--- src/design/oaht_pkg.sv ---
// Package for the open-addressing hash table: opcodes, result codes and the
// command and status structs that join the controller and the datapath.
// No dependencies; every other file but oaht_ram imports it.
`default_nettype none

package oaht_pkg;

  // Fixed field widths of the transfer payloads and the register port.
  localparam int KEY_FIELD_W   = 32;
  localparam int HASH_W        = 32;
  localparam int VALUE_FIELD_W = 64;
  localparam int LIMIT_W       = 8;
  localparam int APB_DATA_W    = 32;
  localparam int APB_ADDR_W    = 3;

  // Register index, taken from address bit 2.
  localparam logic REG_OCC_LIMIT = 1'b0;

  typedef enum logic [1:0] {
    OP_GET    = 2'd0,
    OP_SET    = 2'd1,
    OP_DELETE = 2'd2,
    OP_CLEAR  = 2'd3
  } opcode_e;

  typedef enum logic [1:0] {
    ST_OK     = 2'd0,
    ST_ABSENT = 2'd1,
    ST_FULL   = 2'd2
  } status_e;

  // Which value the pending result register takes.
  typedef enum logic [1:0] {
    RES_NONE   = 2'd0,
    RES_ABSENT = 2'd1,
    RES_OK     = 2'd2,
    RES_COMMIT = 2'd3
  } res_sel_e;

  // Commands from the controller to the datapath.
  typedef struct packed {
    logic     load;
    logic     probe_start;
    logic     probe_run;
    logic     sweep_start;
    logic     sweep_run;
    logic     commit;
    logic     out_load;
    res_sel_e res_sel;
  } ctrl_cmd_t;

  // Status from the datapath to the controller.
  typedef struct packed {
    opcode_e op;
    logic    count_zero;
    logic    hash_ready;
    logic    probe_stop;
    logic    sweep_last;
    logic    out_free;
  } dp_stat_t;

endpackage : oaht_pkg

`default_nettype wire

--- src/design/oaht_ctrl.sv ---
// Controller of the hash table: sequences the clearing sweeps (reset and clear), dispatch,
// probe, commit and result hand-off. Depends on oaht_pkg.
`default_nettype none

module oaht_ctrl (
  input  wire logic                clk_i,
  input  wire logic                rst_ni,
  input  wire logic                in_valid_i,
  output logic                     in_ready_o,
  input  wire oaht_pkg::dp_stat_t  stat_i,
  output oaht_pkg::ctrl_cmd_t      cmd_o
);
  import oaht_pkg::*;

  typedef enum logic [2:0] {
    S_SWEEP,
    S_IDLE,
    S_DISPATCH,
    S_PROBE,
    S_COMMIT,
    S_FINISH
  } state_e;

  state_e state_q, state_d;
  logic   sweep_op_q, sweep_op_d;

  // Next state and commands.
  always_comb begin
    state_d    = state_q;
    sweep_op_d = sweep_op_q;
    cmd_o      = '0;
    case (state_q)
      S_SWEEP: begin
        cmd_o.sweep_run = 1'b1;
        if (stat_i.sweep_last) begin
          sweep_op_d = 1'b0;
          if (sweep_op_q) begin
            cmd_o.res_sel = RES_OK;
            state_d       = S_FINISH;
          end else begin
            state_d = S_IDLE;
          end
        end
      end
      S_IDLE: begin
        if (in_valid_i) begin
          cmd_o.load = 1'b1;
          state_d    = S_DISPATCH;
        end
      end
      S_DISPATCH: begin
        if (stat_i.op == OP_CLEAR) begin
          cmd_o.sweep_start = 1'b1;
          sweep_op_d        = 1'b1;
          state_d           = S_SWEEP;
        end else if (stat_i.op != OP_SET && stat_i.count_zero) begin
          cmd_o.res_sel = RES_ABSENT;
          state_d       = S_FINISH;
        end else if (stat_i.hash_ready) begin
          cmd_o.probe_start = 1'b1;
          state_d           = S_PROBE;
        end
      end
      S_PROBE: begin
        cmd_o.probe_run = 1'b1;
        if (stat_i.probe_stop) begin
          state_d = S_COMMIT;
        end
      end
      S_COMMIT: begin
        cmd_o.commit  = 1'b1;
        cmd_o.res_sel = RES_COMMIT;
        state_d       = S_FINISH;
      end
      S_FINISH: begin
        if (stat_i.out_free) begin
          cmd_o.out_load = 1'b1;
          state_d        = S_IDLE;
        end
      end
      default: begin
        state_d = S_IDLE;
      end
    endcase
  end

  // State register; reset starts with a clearing sweep.
  always_ff @(posedge clk_i or negedge rst_ni) begin
    if (!rst_ni) begin
      state_q    <= S_SWEEP;
      sweep_op_q <= 1'b0;
    end else begin
      state_q    <= state_d;
      sweep_op_q <= sweep_op_d;
    end
  end

  assign in_ready_o = (state_q == S_IDLE);

endmodule : oaht_ctrl

`default_nettype wire

--- config.mk ---
export PLATFORM = sky130hd
export DESIGN_NAME = oaht_ctrl
export DESIGN_NICKNAME = d
export VERILOG_FILES = /design/src/design/oaht_pkg.sv /design/src/design/oaht_ctrl.sv
export SDC_FILE = /design/constraint.sdc
export NUM_CORES = 1
export LEC_CHECK = 0
export BUFFER_PORTS_ARGS = -buffer_cell sky130_fd_sc_hd__buf_4
export CAP_MARGIN = 10
export CORE_AREA = 2 2 39 41
export CTS_CLUSTER_DIAMETER = 80
export DETAILED_ROUTE_END_ITERATION = 10
export DIE_AREA = 0 0 41 43
export GPL_TIMING_DRIVEN = 1
export MAX_ROUTING_LAYER = met4
export SETUP_SLACK_MARGIN = 0.2
export SYNTH_ARGS = -nofsm -noshare
export SYNTH_HDL_FRONTEND = slang
export SYNTH_SLANG_ARGS = --single-unit
--- constraint.sdc ---
create_clock -name clk_i -period 1.6 [get_ports clk_i]
set_input_delay 0.24 -clock clk_i [delete_from_list [all_inputs] [get_ports clk_i]]
set_output_delay 0.24 -clock clk_i [all_outputs]
set_load 0.01 [all_outputs]
==> impl.org <==
** Timing
- The number of hold violations in the final report is 0.
- Of the available clock period, the critical path in the final layout requires 0.946.
- In the final timing run, aggregate negative setup slack is 0 ns.
- Slack of the critical path :: 0.0860 ns
- Static timing analysis puts the maximum clock frequency at approximately 660 MHz.
- Unrepaired setup endpoints after global routing :: yes
- Worst-Margin Slew :: around 0.25 ns
- For the final database, setup skew stands at about 0.0018 ns.
- Number of max-slew violations in the final report :: 0
- The worst path in the final design needs a cycle of approximately 1.5 ns, including I/O delays and setup.
- Final number of setup-violating endpoints :: 0
- Headroom to the max-slew limit came out at 0.833.

** Power
- In this run the power density over the cells is roughly 1800 mW/mm^2.
- IR analysis of the VDD net gives a maximum drop of just over 0.7 mV.
- The analysis attributes to cell leakage a power of 0.000383 uW.

** Finish
- In the final layout, the multi-input gates occupy around 340 sq um.
- The finished layout holds 104 standard cells, fillers aside.
- Diode count :: 0
- Signed area change from the synthesized netlist to the final layout :: 74.3%
- Across the whole layout, storage elements account for between 100 and 150 sq um.
- Filler Cells Inserted :: about 140
- In the final layout, the share of cells above drive strength 1 is 0.602.
- For this run, the post-layout net count is 100.
- Area of all placed cells without fillers :: around 760 sq um

** Worst setup path
- Arrival @ worst endpoint :: 1.27 ns
- Startpoint Class :: flop
- Critical Setup Path Class :: reg2out
- The worst setup path is captured at an output pin.
- Along the worst path, the maximum fanout reaches 5.
- Endpoint required time on the critical path :: 1.36 ns

** Route
- In the routed design, unresolved DRC markers number 0.
- In this run the remaining antenna-violating nets after routing total 0.
- For this block, the initial DRC count from the detailed router was 6.
- Highest layer used for signal routing :: met3
- Routed wl met3 :: around 30 um
- Vias/cell :: around 4.7
- Detailed-router iteration count before antenna repair :: 3
- The detailed router put a total of around 540 um of wire on met1.
- Detailed routing inserted a total of ~500 vias.
- After detailed routing, the average wire length per cell comes to approximately 12 um.
- DR WL met2 :: a little under 700 um
- Total length of routed wires :: 1.26 mm

** Logic synthesis
- Number of flip-flops and latches in the synthesized netlist :: 4
- Summed over all instances, the cell type with the most area after synthesis is sky130_fd_sc_hd__dfrtp_1.
- Simple-gate share of the synthesized area :: 0.423
- Main area contributors after synthesis :: sky130_fd_sc_hd__dfrtp_1, sky130_fd_sc_hd__nor2_1, sky130_fd_sc_hd__mux2_4, sky130_fd_sc_hd__buf_6, sky130_fd_sc_hd__a21oi_1
- Area share of the largest cell type after synthesis :: 0.229
- Synthesis produced a netlist with a net count of between 60 and 70.
- Number of instances in the synthesized netlist :: 54
- The Yosys step of the flow raised 0 warnings.
- Multiplexer fraction of the synthesized cell area :: 0.0686
- Syn_area_per_cell :: slightly above 8 sq um
- Number of library cell types mapped by synthesis :: 27
- Area fraction in compound gates after synthesis :: 0.191
- Of the total synthesized cell area, the portion taken by XOR and XNOR cells is 0.
- Adder-cell share of the synthesized area :: 0
- The mapped netlist covers roughly 440 sq um.
- Portion of the post-synthesis area used by sequential elements :: 0.229
- After synthesis, the largest family of logic cells by area is simple AND/OR/NAND/NOR gates.

** Clock network
- CTS placed an instance of sky130_fd_sc_hd__clkbuf_4 at the clock tree root.
- Buffers inserted during clock tree synthesis total 3.
- Clock Path Buffers :: 2
- Clock insertion delay at the later pin of the skew report :: approximately 0.23 ns
- CTS built an H-tree with a depth of 1.
- Post-CTS clock slew at the launch and capture registers of the worst setup and hold paths :: 0.04 ns
- Clock sink total :: 4
- CTS tree :: done

** Die
- Core area :: approximately 0.0014 sq mm
- I/O Pins :: 20
- Cell Rows :: 14
- Width of the chip :: ~41 um
- Initial core utilization :: 0.316
- In this run the vertical extent of the chip is approximately 43 um.
- Overall die area :: about 0.0018 sq mm

** Global route
- The first global-routing pass estimated between 2 and 2.5 mm of wire.
- Entering global routing, the biggest net connects 11 pins.
- The initial antenna violation count was 0.
- Total congestion overflow after global routing :: 0
- Total track usage :: 0.175
- Via count of the first global-routing pass :: about 500

** Outcome
- Outcome :: finished clean

** Min path
- Hold crit path type :: in2reg

** Flow run
- # Max-Cap Violations :: 0

** Placed design
- Setup slack at placement :: 0.0621 ns
- Placed standard-cell area :: around 580 sq um
- Summed over all nets, the half-perimeter wirelength after detailed placement is between 700 and 800 um.
- Number of placed instances with taps included :: 87
- GPL Wtd Cong :: about 0.74
- Input and output buffers added on the ports amount to 19.
-- layout by cell type, fill, tap and decap left out --
cell and instances:
sky130_fd_sc_hd__a2bb2oi_2 1, sky130_fd_sc_hd__nor2_2 2, sky130_fd_sc_hd__o21ai_0 2, sky130_fd_sc_hd__a21oi_1 3
sky130_fd_sc_hd__dfrtp_2 3, sky130_fd_sc_hd__nor3_4 1, sky130_fd_sc_hd__nor3b_4 1, sky130_fd_sc_hd__dfrtp_1 1
sky130_fd_sc_hd__and3_1 1, sky130_fd_sc_hd__nor2b_1 1, sky130_fd_sc_hd__dlygate4sd3_1 1, sky130_fd_sc_hd__o22ai_1 2
sky130_fd_sc_hd__nor2b_4 1, sky130_fd_sc_hd__buf_2 1, sky130_fd_sc_hd__nand3b_1 2, sky130_fd_sc_hd__a31oi_1 2
sky130_fd_sc_hd__nor3_2 1, sky130_fd_sc_hd__a21oi_2 1, sky130_fd_sc_hd__nand3b_4 1, sky130_fd_sc_hd__and2_1 1
sky130_fd_sc_hd__nor2_1 7, sky130_fd_sc_hd__and2b_1 1, sky130_fd_sc_hd__nand2b_4 1, sky130_fd_sc_hd__inv_1 3
sky130_fd_sc_hd__nand2_1 4, sky130_fd_sc_hd__mux2_4 2, sky130_fd_sc_hd__nor2_4 2, sky130_fd_sc_hd__o31a_1 1
sky130_fd_sc_hd__buf_6 2, sky130_fd_sc_hd__clkbuf_4 3, sky130_fd_sc_hd__nand4b_1 1, sky130_fd_sc_hd__o21ai_1 1
sky130_fd_sc_hd__buf_4 30, sky130_fd_sc_hd__nand2b_1 1
-- routing by layer --
layer / vias up / global-route usage
met5: - / -
met4: 0 / 0.0600
met3: 0 / 0.0471
met2: 9 / 0.275
met1: 227 / 0.206
li1: 257 / -
-- cell usage after synthesis --
cell / number
sky130_fd_sc_hd__nor2_1: 9
sky130_fd_sc_hd__a21oi_1: 4
sky130_fd_sc_hd__dfrtp_1: 4
sky130_fd_sc_hd__nand2_1: 4
sky130_fd_sc_hd__inv_1: 3
sky130_fd_sc_hd__a31oi_1: 2
sky130_fd_sc_hd__buf_6: 2
sky130_fd_sc_hd__mux2_4: 2
sky130_fd_sc_hd__nand2b_1: 2
sky130_fd_sc_hd__nand3b_1: 2
sky130_fd_sc_hd__nor3_1: 2
sky130_fd_sc_hd__o21ai_0: 2
sky130_fd_sc_hd__o22ai_1: 2
sky130_fd_sc_hd__a2bb2oi_2: 1
sky130_fd_sc_hd__and2_1: 1
sky130_fd_sc_hd__and2b_1: 1
sky130_fd_sc_hd__and3_1: 1
sky130_fd_sc_hd__buf_2: 1
sky130_fd_sc_hd__nand3b_4: 1
sky130_fd_sc_hd__nand4b_1: 1
sky130_fd_sc_hd__nor2_2: 1
sky130_fd_sc_hd__nor2_4: 1
sky130_fd_sc_hd__nor2b_1: 1
sky130_fd_sc_hd__nor2b_4: 1
sky130_fd_sc_hd__nor3b_2: 1
sky130_fd_sc_hd__o21ai_1: 1
sky130_fd_sc_hd__o31a_1: 1
-- through the flow --
step / hold WS (ns) / util / power [uW]
after global placement: 0.0379 / 0.420 / 870
after global routing: 0.242 / 0.552 / 1460
after detailed placement: 0.0397 / 0.420 / 871
final: 0.236 / 0.552 / 1360
after floorplan: -0.0556 / - / 705
after CTS: 0.228 / 0.519 / 1220
-- flip-flops by register name (all words and copies together), names as in the netlist --
signal and flops:
state_q 3, sweep_op_q 1
-- worst max-delay path: stages, from the launching register on --
cell and delay [ns]:
sky130_fd_sc_hd__dfrtp_2 0.45, sky130_fd_sc_hd__nor3b_4 0.25, sky130_fd_sc_hd__nand3b_1 0.12, sky130_fd_sc_hd__nor2_1 0.10, sky130_fd_sc_hd__buf_4 0.12
-- report_power, final --
part	switching, uW	internal (uW)
logic	438	569
clock network	38.9	83.8
registers	79.6	149
-- path summary, 6_finish.rpt --
path,depth (start not counted),startpoint,slack (ns),end
max in group asynchronous,2,rst_ni,1.14,state_q[0]
worst max-delay path,4,state_q[0],0.09,cmd_o[7]
worst max register to register,5,state_q[1],0.13,state_q[1]
min in group asynchronous,2,rst_ni,0.34,state_q[1]
worst min-delay path,2,stat_i[0],0.24,state_q[2]
worst min register to register,2,sweep_op_q,0.60,sweep_op_q
-- final cells by class --
class / count / share of cell area
multi-input combinational: 44 / 0.449
timing repair buffer: 34 / 0.344
sequential: 4 / 0.136
clock buffer: 3 / 0.0295
tap: 16 / 0.0262
inverter: 3 / 0.0148
-- logic make-up (layout without fill, tap and decap cells) --
group / Yosys count / in the layout
and+or+nand+nor: 29 / 29
AOI/OAI and AO/OA: 13 / 13
buffers and inverters: 6 / 40
DFF: 4 / 4
muxes: 2 / 2
-- repair_timing --
item                       in CTS  in global routing
gates resized for setup         9                  6
gates cloned                    0                  1
pin swaps                       4                  3
setup buffers                  10                  2
hold buffers                    1                  0
setup endpoints to repair      12                 11
hold endpoints to repair        4                  0
Note: power is estimated with default switching activity, not from simulation.
